File: src/pipls_pkg.sv
package pipls_pkg;

	localparam int SAMPLE_BITS = 10;
	localparam int DRIVE_BITS  = 8;
	localparam int GAIN_FRAC   = 8;
	localparam int GAIN_BITS   = 16;
	localparam int COUNT_BITS  = 8;

	localparam int ERR_BITS   = SAMPLE_BITS + 1;
	localparam int LIMIT_BITS = DRIVE_BITS + GAIN_FRAC;
	localparam int ACC_BITS   = LIMIT_BITS + 1;
	localparam int PROD_BITS  = GAIN_BITS + 1 + ERR_BITS;
	localparam int SUM_BITS   = ((PROD_BITS > ACC_BITS) ? PROD_BITS : ACC_BITS) + 1;

	localparam int IDX_BITS = 3;
	localparam int CFG_BITS = (GAIN_BITS >= SAMPLE_BITS && GAIN_BITS >= DRIVE_BITS) ? GAIN_BITS :
		((SAMPLE_BITS >= DRIVE_BITS) ? SAMPLE_BITS : DRIVE_BITS);

	localparam int IN_DATA_BITS  = ((2 * SAMPLE_BITS + 7) / 8) * 8;
	localparam int OUT_DATA_BITS = ((DRIVE_BITS + 2 + 7) / 8) * 8;
	localparam int OUT_REV_BIT   = DRIVE_BITS;
	localparam int OUT_REL_BIT   = DRIVE_BITS + 1;

	localparam int PROP_GAIN_RST   = 256;
	localparam int INT_GAIN_RST    = 0;
	localparam int DRIVE_LIMIT_RST = 255;
	localparam int SETTLE_THR_RST  = 50;
	localparam int SETTLE_CNT_RST  = 12;

	typedef enum logic [IDX_BITS-1:0] {
		REG_ENABLE         = 3'd0,
		REG_PROP_GAIN      = 3'd1,
		REG_INT_GAIN       = 3'd2,
		REG_DRIVE_LIMIT    = 3'd3,
		REG_SETTLE_THR     = 3'd4,
		REG_SETTLE_SAMPLES = 3'd5
	} reg_idx_t;

	typedef struct packed {
		logic                   enable;
		logic [GAIN_BITS-1:0]   prop_gain;
		logic [GAIN_BITS-1:0]   int_gain;
		logic [DRIVE_BITS-1:0]  drive_limit;
		logic [SAMPLE_BITS-1:0] settle_thr;
		logic [COUNT_BITS-1:0]  settle_samples;
	} cfg_t;

	typedef struct packed {
		logic signed [ACC_BITS-1:0] integral;
		logic [SAMPLE_BITS:0]       prev_target;
		logic                       released;
		logic [COUNT_BITS-1:0]      period_cnt;
		logic [SAMPLE_BITS:0]       settle_ref;
		logic [DRIVE_BITS-1:0]      drv_mag;
		logic                       drv_pos;
	} state_t;

	typedef struct packed {
		logic [DRIVE_BITS-1:0] drive_level;
		logic                  drive_reverse;
		logic                  motor_released;
	} result_t;

	localparam cfg_t CFG_RESET = '{
		enable:         1'b1,
		prop_gain:      GAIN_BITS'(PROP_GAIN_RST),
		int_gain:       GAIN_BITS'(INT_GAIN_RST),
		drive_limit:    DRIVE_BITS'(DRIVE_LIMIT_RST),
		settle_thr:     SAMPLE_BITS'(SETTLE_THR_RST),
		settle_samples: COUNT_BITS'(SETTLE_CNT_RST)
	};

	localparam state_t STATE_RESET = '{
		integral:    '0,
		prev_target: '1,
		released:    1'b0,
		period_cnt:  '0,
		settle_ref:  '1,
		drv_mag:     '0,
		drv_pos:     1'b0
	};

	function automatic logic signed [ACC_BITS-1:0] clamp_sym(
		input logic signed [SUM_BITS-1:0] v,
		input logic signed [ACC_BITS-1:0] b
	);
		logic signed [SUM_BITS-1:0] b_w;
		b_w = b;
		if (v > b_w)
			return b;
		else if (v < -b_w)
			return -b;
		else
			return ACC_BITS'(v);
	endfunction

	function automatic logic [SAMPLE_BITS:0] abs_diff(
		input logic [SAMPLE_BITS:0] a,
		input logic [SAMPLE_BITS:0] b
	);
		return (a > b) ? (a - b) : (b - a);
	endfunction

endpackage

File: src/pipls_calc.sv
module pipls_calc (
	input  logic [pipls_pkg::SAMPLE_BITS-1:0] position,
	input  logic [pipls_pkg::SAMPLE_BITS-1:0] target,
	input  pipls_pkg::cfg_t                   cfg,
	input  pipls_pkg::state_t                 st,
	output pipls_pkg::state_t                 st_next,
	output pipls_pkg::result_t                res
);

	logic signed [pipls_pkg::ERR_BITS-1:0]  err;
	logic signed [pipls_pkg::ACC_BITS-1:0]  bound;
	logic signed [pipls_pkg::PROD_BITS-1:0] int_prod;
	logic signed [pipls_pkg::PROD_BITS-1:0] prop_prod;
	logic signed [pipls_pkg::SUM_BITS-1:0]  int_sum;
	logic signed [pipls_pkg::SUM_BITS-1:0]  drv_sum;
	logic signed [pipls_pkg::ACC_BITS-1:0]  int_new;
	logic signed [pipls_pkg::ACC_BITS-1:0]  drv_clamp;
	logic [pipls_pkg::LIMIT_BITS-1:0]       drv_abs;
	logic [pipls_pkg::DRIVE_BITS-1:0]       mag;
	logic [pipls_pkg::SAMPLE_BITS:0]        pos_w;
	logic [pipls_pkg::SAMPLE_BITS:0]        tgt_w;
	logic [pipls_pkg::SAMPLE_BITS:0]        thr_w;
	logic [pipls_pkg::COUNT_BITS-1:0]       cnt_inc;
	logic                                   hit;
	logic                                   settled;
	logic                                   rel;

	assign pos_w = {1'b0, position};
	assign tgt_w = {1'b0, target};
	assign thr_w = {1'b0, cfg.settle_thr};
	assign err   = $signed(tgt_w) - $signed(pos_w);
	assign bound = $signed(pipls_pkg::ACC_BITS'(cfg.drive_limit) << pipls_pkg::GAIN_FRAC);

	assign int_prod  = $signed({1'b0, cfg.int_gain}) * err;
	assign prop_prod = $signed({1'b0, cfg.prop_gain}) * err;
	assign int_sum   = int_prod + st.integral;
	assign int_new   = pipls_pkg::clamp_sym(int_sum, bound);
	assign drv_sum   = prop_prod + int_new;
	assign drv_clamp = pipls_pkg::clamp_sym(drv_sum, bound);

	// truncate toward zero: shift the magnitude, keep the sign apart
	assign drv_abs = drv_clamp[pipls_pkg::ACC_BITS-1] ?
		pipls_pkg::LIMIT_BITS'(-drv_clamp) : pipls_pkg::LIMIT_BITS'(drv_clamp);
	assign mag = drv_abs[pipls_pkg::LIMIT_BITS-1:pipls_pkg::GAIN_FRAC];

	assign cnt_inc = st.period_cnt + 1'b1;
	assign hit     = (cnt_inc == cfg.settle_samples);
	assign settled = (pipls_pkg::abs_diff(st.settle_ref, pos_w) <= thr_w) &&
		(pipls_pkg::abs_diff(st.settle_ref, tgt_w) < thr_w) &&
		(pipls_pkg::abs_diff(pos_w, tgt_w) < thr_w);

	always_comb begin
		st_next = st;
		rel     = st.released;
		if (cfg.enable) begin
			if (st.prev_target != tgt_w) begin
				rel                 = 1'b0;
				st_next.prev_target = tgt_w;
			end
			st_next.released = rel;
			if (!rel) begin
				st_next.integral   = int_new;
				st_next.drv_mag    = mag;
				st_next.drv_pos    = !drv_clamp[pipls_pkg::ACC_BITS-1] && (mag != '0);
				st_next.period_cnt = hit ? '0 : cnt_inc;
				if (hit) begin
					st_next.settle_ref = pos_w;
					if (settled)
						st_next.released = 1'b1;
				end
			end
		end
	end

	always_comb begin
		res.motor_released = st_next.released;
		res.drive_level    = st_next.released ? '0 : st_next.drv_mag;
		res.drive_reverse  = !st_next.released && st_next.drv_pos;
	end

endmodule

File: src/pi_position_loop_with_settle.sv
// channel  | side   | word fields (low bit first)
// s_axis   | in     | position[9:0], target[19:10], zero pad to 24 bits
// m_axis   | out    | drive_level[7:0], drive_reverse[8], motor_released[9], pad to 16
// cfg      | in     | cfg_addr selects register, cfg_wdata written when cfg_we
//
// One word per cycle sustained while the output is not stalled; words pass an input and a result register.
// The PI update and settle check are combinational from the input register, and the loop
// state register updates as the result is captured, so it is ready for the next word.
// Reset loads default registers and the reset loop state (previous target, settle reference all ones) at once.
// A stalled result holds and backs up into the input register only.
module pi_position_loop_with_settle (
	input  logic                                 clk,
	input  logic                                 arst_n,
	input  logic                                 s_axis_tvalid,
	output logic                                 s_axis_tready,
	input  logic [pipls_pkg::IN_DATA_BITS-1:0]   s_axis_tdata,   // position, target
	output logic                                 m_axis_tvalid,
	input  logic                                 m_axis_tready,
	output logic [pipls_pkg::OUT_DATA_BITS-1:0]  m_axis_tdata,   // level, reverse, released
	input  logic                                 cfg_we,
	input  logic [pipls_pkg::IDX_BITS-1:0]       cfg_addr,
	input  logic [pipls_pkg::CFG_BITS-1:0]       cfg_wdata
);

	pipls_pkg::cfg_t                   cfg_q;
	pipls_pkg::state_t                 st_q;
	pipls_pkg::state_t                 st_next;
	pipls_pkg::result_t                res;
	pipls_pkg::result_t                res_s2;
	logic                              vld_s1;
	logic                              vld_s2;
	logic [pipls_pkg::SAMPLE_BITS-1:0] pos_s1;
	logic [pipls_pkg::SAMPLE_BITS-1:0] tgt_s1;
	logic                              adv;
	logic                              take;

	assign adv           = !vld_s2 || m_axis_tready;
	assign s_axis_tready = !vld_s1 || adv;
	assign take          = s_axis_tvalid && s_axis_tready;

	always_ff @(posedge clk or negedge arst_n) begin
		if (!arst_n) begin
			cfg_q <= pipls_pkg::CFG_RESET;
		end else if (cfg_we) begin
			unique case (pipls_pkg::reg_idx_t'(cfg_addr))
				pipls_pkg::REG_ENABLE: begin
					cfg_q.enable <= cfg_wdata[0];
				end
				pipls_pkg::REG_PROP_GAIN: begin
					cfg_q.prop_gain <= cfg_wdata[pipls_pkg::GAIN_BITS-1:0];
				end
				pipls_pkg::REG_INT_GAIN: begin
					cfg_q.int_gain <= cfg_wdata[pipls_pkg::GAIN_BITS-1:0];
				end
				pipls_pkg::REG_DRIVE_LIMIT: begin
					cfg_q.drive_limit <= cfg_wdata[pipls_pkg::DRIVE_BITS-1:0];
				end
				pipls_pkg::REG_SETTLE_THR: begin
					cfg_q.settle_thr <= cfg_wdata[pipls_pkg::SAMPLE_BITS-1:0];
				end
				pipls_pkg::REG_SETTLE_SAMPLES: begin
					cfg_q.settle_samples <= cfg_wdata[pipls_pkg::COUNT_BITS-1:0];
				end
				default: begin
				end
			endcase
		end
	end

	always_ff @(posedge clk) begin
		if (take) begin
			pos_s1 <= s_axis_tdata[pipls_pkg::SAMPLE_BITS-1:0];
			tgt_s1 <= s_axis_tdata[2*pipls_pkg::SAMPLE_BITS-1:pipls_pkg::SAMPLE_BITS];
		end
		if (vld_s1 && adv)
			res_s2 <= res;
	end

	always_ff @(posedge clk or negedge arst_n) begin
		if (!arst_n) begin
			vld_s1 <= 1'b0;
			vld_s2 <= 1'b0;
			st_q   <= pipls_pkg::STATE_RESET;
		end else begin
			if (s_axis_tready)
				vld_s1 <= s_axis_tvalid;
			if (adv)
				vld_s2 <= vld_s1;
			if (vld_s1 && adv)
				st_q <= st_next;
		end
	end

	pipls_calc u_calc (
		.position (pos_s1),
		.target   (tgt_s1),
		.cfg      (cfg_q),
		.st       (st_q),
		.st_next  (st_next),
		.res      (res)
	);

	assign m_axis_tvalid = vld_s2;
	assign m_axis_tdata  = pipls_pkg::OUT_DATA_BITS'({res_s2.motor_released,
		res_s2.drive_reverse, res_s2.drive_level});

endmodule

File: config.mk
export PLATFORM = sky130hd
export DESIGN_NAME = pi_position_loop_with_settle
export DESIGN_NICKNAME = d
export VERILOG_FILES = /design/src/pipls_pkg.sv /design/src/pipls_calc.sv /design/src/pi_position_loop_with_settle.sv
export SDC_FILE = /design/constraint.sdc
export NUM_CORES = 1
export LEC_CHECK = 0
export BUFFER_PORTS_ARGS = -buffer_cell sky130_fd_sc_hd__buf_2
export CORE_MARGIN = 1.5
export CORE_UTILIZATION = 55
export CTS_CLUSTER_SIZE = 30
export DETAILED_ROUTE_END_ITERATION = 6
export GPL_TIMING_DRIVEN = 0
export PLACE_DENSITY_LB_ADDON = 0.12
export SETUP_SLACK_MARGIN = 0.02
export SKIP_LAST_GASP = 1
export SYNTH_ARGS = -nofsm -noshare
export SYNTH_HDL_FRONTEND = slang
export SYNTH_SLANG_ARGS = --single-unit
File: constraint.sdc
create_clock -name clk -period 22.4 [get_ports clk]
set_input_delay 2.24 -clock clk [delete_from_list [all_inputs] [get_ports clk]]
set_output_delay 2.24 -clock clk [all_outputs]
set_load 0.1 [all_outputs]
== After elaboration in Yosys (flattened, before gate mapping) ==
Index checks and enable logic that the tools add are counted.

* Add/subtract/negate cells: 13
* Multipliers: 2
* Order comparisons: 10
* Equal/unequal tests: 7
* Muxes and demuxes: 16
* Bitwise gates (word level): 1
* Reduce and logical (&&, ||, !) cells: 23

{| class="wikitable"
|+ Operators with widths
! operator !! count
|-
| 17-bit two-way mux || 4
|-
| 28-bit by 17-bit adder with 29-bit output || 2
|-
| 29-bit by 17-bit greater-than comparator with 1-bit output || 2
|-
| 29-bit < comparator || 2
|-
| 29-bit two-way mux || 2
|-
| 17-bit by 11-bit multiplier with 28-bit output || 2
|-
| 11-bit two-way mux || 4
|-
| 10-bit by 10-bit subtractor with 11-bit output || 3
|-
| 16-bit negation with 29-bit output || 1
|-
| 11-bit by 10-bit greater-than comparator with 1-bit output || 2
|-
| 11-bit by 10-bit < comparator with 1-bit output || 2
|-
| 10-bit by 11-bit subtractor with 11-bit output || 2
|-
| 11-bit by 10-bit subtractor with 11-bit output || 2
|-
| 16-bit negation with 17-bit output || 1
|-
| 16-bit two-way mux || 1
|-
| 16-bit negation || 1
|-
| 2-bit AND reduction || 6
|-
| 11-bit by 10-bit <= comparator with 1-bit output || 1
|-
| 11-bit by 10-bit inequality test with 1-bit output || 1
|-
| 10-bit greater-than comparator || 1
|-
| 8-bit by 1-bit adder with 8-bit output, second input constant || 1
|-
| 8-bit == test || 1
|-
| 8-bit two-way mux || 1
|-
| 8-bit nonzero test || 1
|-
| other kinds (11) || 26
|}

* Register bits after elaboration: 148
* Bits of input ports: 48
* Output and inout bits: 18
* Logic and storage cells: 92

== Depth between registers and ports, before layout ==
* Depth after elaboration: 18
* Depth in mapped cells: 73

== Modules after synthesis ==
From an unflattened synthesis, not the netlist that was laid out.

* Cell total of the unflattened synthesis: 2,887
* Area, all modules: 26,165.1 µm²

{| class="wikitable"
|+ By module, submodules not included
! module !! instances !! cells an instance !! area an instance (µm²)
|-
| pipls_calc || 1 || 2,591 || 20,636.0
|-
| pi_position_loop_with_settle || 1 || 296 || 5,529.1
|}

== Worst setup path after synthesis ==
OpenSTA, ideal clock, no wires.

* Path kind: register to register
* Start point: register tgt_s1[0] in the netlist's numbering
* End point: register res_s2, in the netlist m_axis_tdata[7], data pin
* Data arrival time: 15,375 ps
* Path slack: 6,750 ps
* Cell stages (with the launch flop): 68
* Clock period less this slack: 15,650 ps
* Cell sequence: edfxtp_1 inv_1 ha_1 inv_1 fa_1 a211oi_2 o21bai_1 a21oi_1 o21bai_1 a21oi_1 xnor2_1 clkbuf_1 nand2_1 fa_1 inv_1 fa_1 fa_1 inv_1 (+32 left out) a2111o_1 a311oi_1 o21a_1 or3_1 and2_1 xor2_1 ha_1 inv_1 a2111oi_0 a21oi_1 nor3_1 mux2_2 or2_2 nor2_1 mux2_4 a211o_1 xnor2_1 a211oi_1

* Longest elaborated chain between the ends: 14

{| class="wikitable"
|+ RTL lines
! what !! line !! source
|-
| start: declaration || pi_position_loop_with_settle.sv:33 || <nowiki>logic [pipls_pkg::SAMPLE_BITS-1:0] tgt_s1;</nowiki>
|-
| start signal: assignment || pi_position_loop_with_settle.sv:73 || <nowiki>tgt_s1 <= s_axis_tdata[2*pipls_pkg::SAMPLE_BITS-1:pipls_pkg::SAMPLE_BITS];</nowiki>
|-
| 10-bit by 10-bit subtractor with 11-bit output * || pipls_calc.sv:31 || <nowiki>assign err = $signed(tgt_w) - $signed(pos_w);</nowiki>
|-
| 17-bit by 11-bit multiplier with 28-bit output * || pipls_calc.sv:34 || <nowiki>assign int_prod = $signed({1'b0, cfg.int_gain}) * err;</nowiki>
|-
| 28-bit by 17-bit adder with 29-bit output * || pipls_calc.sv:36 || <nowiki>assign int_sum = int_prod + st.integral;</nowiki>
|-
| 29-bit < comparator || pipls_pkg.sv:91 || <nowiki>else if (v < -b_w)</nowiki>
|-
| 17-bit two-way mux || pipls_pkg.sv:91 ||
|-
| 17-bit two-way mux * || pipls_pkg.sv:89 || <nowiki>if (v > b_w)</nowiki>
|-
| named net u_calc.int_new (one bit) || pipls_calc.sv:16 || <nowiki>logic signed [pipls_pkg::ACC_BITS-1:0] int_new;</nowiki>
|-
| 28-bit by 17-bit adder with 29-bit output * || pipls_calc.sv:38 || <nowiki>assign drv_sum = prop_prod + int_new;</nowiki>
|-
| 29-bit < comparator || pipls_pkg.sv:91 ||
|-
| 17-bit two-way mux || pipls_pkg.sv:91 ||
|-
| 17-bit two-way mux * || pipls_pkg.sv:89 ||
|-
| 16-bit negation || pipls_calc.sv:43 || <nowiki>pipls_pkg::LIMIT_BITS'(-drv_clamp) : pipls_pkg::LIMIT_BITS'(drv_clamp);</nowiki>
|-
| 16-bit two-way mux * || pipls_calc.sv:42 || <nowiki>assign drv_abs = drv_clamp[pipls_pkg::ACC_BITS-1] ?</nowiki>
|-
| 29-bit two-way mux * || pipls_calc.sv:61 || <nowiki>if (!rel) begin</nowiki>
|-
| 29-bit two-way mux * || pipls_calc.sv:55 || <nowiki>if (cfg.enable) begin</nowiki>
|-
| end signal: assignment || pi_position_loop_with_settle.sv:76 || <nowiki>res_s2 <= res;</nowiki>
|-
| end: declaration || pi_position_loop_with_settle.sv:29 || <nowiki>pipls_pkg::result_t res_s2;</nowiki>
|}

Mark *: on every way through the listed nets, which the timed path passes. The rest lies on a longest branch. The select of a mux whose other input is x is not followed.
A chain may end at the register's enable or synchronous reset.

== Final worst setup path ==
* Start point: register pos_s1[1] in the netlist's numbering
* End point: register res_s2, in the netlist m_axis_tdata[7], data pin

* Longest elaborated chain between the ends: 14

{| class="wikitable"
|+ RTL lines
! what !! line !! source
|-
| start: declaration || pi_position_loop_with_settle.sv:32 || <nowiki>logic [pipls_pkg::SAMPLE_BITS-1:0] pos_s1;</nowiki>
|-
| start signal: assignment || pi_position_loop_with_settle.sv:72 || <nowiki>pos_s1 <= s_axis_tdata[pipls_pkg::SAMPLE_BITS-1:0];</nowiki>
|-
| 10-bit by 10-bit subtractor with 11-bit output * || pipls_calc.sv:31 ||
|-
| 17-bit by 11-bit multiplier with 28-bit output * || pipls_calc.sv:34 ||
|-
| 28-bit by 17-bit adder with 29-bit output * || pipls_calc.sv:36 ||
|-
| 29-bit < comparator || pipls_pkg.sv:91 ||
|-
| 17-bit two-way mux || pipls_pkg.sv:91 ||
|-
| 17-bit two-way mux * || pipls_pkg.sv:89 ||
|-
| named net u_calc.int_new (one bit) || pipls_calc.sv:16 ||
|-
| 28-bit by 17-bit adder with 29-bit output * || pipls_calc.sv:38 ||
|-
| 29-bit < comparator || pipls_pkg.sv:91 ||
|-
| 17-bit two-way mux || pipls_pkg.sv:91 ||
|-
| 17-bit two-way mux * || pipls_pkg.sv:89 ||
|-
| 16-bit negation || pipls_calc.sv:43 ||
|-
| 16-bit two-way mux * || pipls_calc.sv:42 ||
|-
| 29-bit two-way mux * || pipls_calc.sv:61 ||
|-
| 29-bit two-way mux * || pipls_calc.sv:55 ||
|}

Mark *: on every way through the listed nets, which the timed path passes. The rest lies on a longest branch.

==> out/metrics.cfg <==
[synthesis]
synth.area.top_cells = fa_1, ha_1, dfrtp_1
syn_area_sq_um = 25450
synthCells = 2887
syn_avg_cell_area_sq_um = 8.816
synth_edf_count = 30
async_reset_ff_frac = 0.7973
yosys.area.top_type_share = 0.2454
synth_seq_cells = 148
synth_area_leader_cell = fa_1
yosysSeqAreaShare = 0.1532
ys_types = 84
synth_warnings = 0
synth_flop_cell = dfrtp_1

[global_route]
grt_max_degree = 84
grt_antenna_before_repair = 0
use_met1 = 0.4394
grt_pass1_wl_um = 117700
grt_usage = 0.3259
grt-busiest-layer = met2
use_met3 = 0.04231
grt_use_met2 = 0.5378
first_global_vias = 21050
grt-ovfl-total = 0

[sta]
relSlewSlack = 0.08076
fmax_mhz = 49.53
clock_skew_ns = 0.01900
tightest_slew_ns = 1.366
rsz0062_at_grt = false
finalHoldViolations = 0
setup_viol = 0
layout_min_cycle_time_ns = 20.19
slew_viol_final = 0
fin_crit_sh = 0.9014
setup_tns_ns = 0
worst_hold_slack_ns = 0.4747

[die]
die_w_um = 218.1
start_util = 0.5596
io_pins = 66
core_area_sq_um = 45480
die_h_um = 218.1
placementRows = 78
dieArea_sq_um = 47570

[place]
dp_hpwl_um = 62300
numPortBuffers = 54
place_congestion = 0.9442
placed_cells = 3547

[setup_path]
crit_buf_inv = 9
path_delay_family = adder cells
critPathSlowestCell = nor3_2
critical_path.max_stage_delay_ns = 0.75
cpMostUsedCell = fa_1
cp_max_fo = 10
worstSetupEndpointType = flip-flop
crit_required_ns = 22.58
path_class = reg -> reg
start_kind = flip-flop
crit_arrival_ns = 20.37

[clocking]
numCtsBuffers = 17
cts_root_buf = clkbuf_16
cts_resized = 0
clk_path_buf_depth = 2
clk_pin_slew_ns = 0.07
cts-hold-fix-buffers = 0
cts_setup_buffers = 0
cts_tree = built
clk_latency_ns = 0.46
htreeDepth = 4
clock-sinks = 148

[layout]
final_net_count = 3637
antennaDiodeCount = 0
area_growth_pct = 6.676
layoutNonFillerInstCount = 3579
drive_above_1_share = 0.07922

[outcome]
status = finished clean

[flow_run]
cap_violations = 0

[detailed_routing]
drc_errors = 0
wirelength_um = 74690
dr.first_iter.drc_count = 1406
drt-pass1-iter-count = 5
antenna_left = 0
via_per_inst = 5.750
wire_per_inst_um = 20.87
vias = 20580

[worst_hold_path]
hold_path.class = reg -> reg

[registers in the layout, summed over array words and instances (netlist names)]
signal         count
m_axis_tvalid      1
pos_s1            10
st_q              57
tgt_s1            10
cfg_q             59
vld_s1             1
m_axis_tdata      10
[cells by family (layout without fill, tap and decap cells)]
logic type,count (synthesis),count (layout),synth area share
AO/OA/AOI/OAI,464,464,0.1183
XOR/XNOR,103,103,0.03545
adder cells (fa/ha/maj),623,623,0.3983
buffers and inverters,652,739,0.09808
flip-flops,148,148,0.1532
multiplexers,97,97,0.04193
other,1,6,0.0001473
AND/OR/NAND/NOR,799,799,0.1546
[synthesized netlist by cell type (all sizes together) (4+ instances only)]
master and n:
a21boi 4, edfxtp 30, and3 20, or3 7, o211ai 20, dfstp 37, or2 8, a21oi 116
ha 311, a2111oi 5, nor2b 37, mux2i 23, a21o 39, a221oi 9, o21a 22, and4 7
nor3b 4, nand2b 49, nor4 13, nand4 22, and2 137, dfrtp 81, mux2 74, a211oi 23
o31ai 14, inv 524, xnor2 60, fa 312, o2111ai 4, xor2 43, nor3 24, nand2 305
nor2 115, a211o 7, buf 20, nand3 35, o21ai 141, clkbuf 108, o21bai 14, a31oi 10
nand3b 5
[layout make-up]
cell class / instances / area (sq um)
clock inverters: 9 / 115.1
well taps: 600 / 750.7
clock buffers: 23 / 499.2
plain buffers: 128 / 529.3
inverters: 524 / 1967
repair buffers: 55 / 304.0
multi-input cells: 2092 / 19080
flip-flops and latches: 148 / 3900
fillers: 4139 / 18330
[per-stage QoR]
| stage | setup slack (ns) | area [sq um] | util |
|---|---|---|---|
| CTS | 2.150 | 27140 | 0.5969 |
| floorplan | 6.750 | 25470 | - |
| global placement | 2.484 | 26490 | 0.5825 |
| detailed placement | 2.197 | 26530 | 0.5834 |
| finish | 2.209 | 27150 | 0.5970 |
| global route | 1.280 | 27150 | 0.5970 |
[final timing paths]
kind | cells past startpoint | slack [ns] | end | from
setup / recovery | 64 | 2.21 | m_axis_tdata[7] | pos_s1[1]
hold / removal | 1 | 0.47 | m_axis_tvalid | vld_s1
setup reg to reg | 64 | 2.21 | m_axis_tdata[7] | pos_s1[1]
hold reg to reg | 1 | 0.47 | m_axis_tvalid | vld_s1
max in group asynchronous | 2 | 19.93 | cfg_q[20] | arst_n
min in group asynchronous | 1 | 1.70 | st_q[50] | arst_n
[metal layers]
layer	share of wire	wire length (um)
met4	0.037	2745
met1	0.44	32850
met5	0	0
met3	0.058	4360
met2	0.47	34740
[worst reg2reg max path, delay by kind of cell, from the launching register on]
family          cells  cell delay [ns]
flops               1             0.53
fa+ha+maj          15             6.42
simple gates       15             4.08
buf+inv             9             1.73
compound gates     19             4.80
xor+xnor            4             1.67
mux                 2             0.71
[placed cells by master (no fill, tap or decap), types with 73 or more instances in the layout]
cell,n
o21ai_0,134
nand2_1,305
nor2_1,115
and2_1,137
ha_1,311
inv_1,523
clkbuf_1,110
mux2_2,73
a21oi_1,114
fa_1,312
dfrtp_1,81
Power is left out: the tool's default activity adds up to more than one toggle a clock period on the data nets, which glitch-free logic cannot reach.
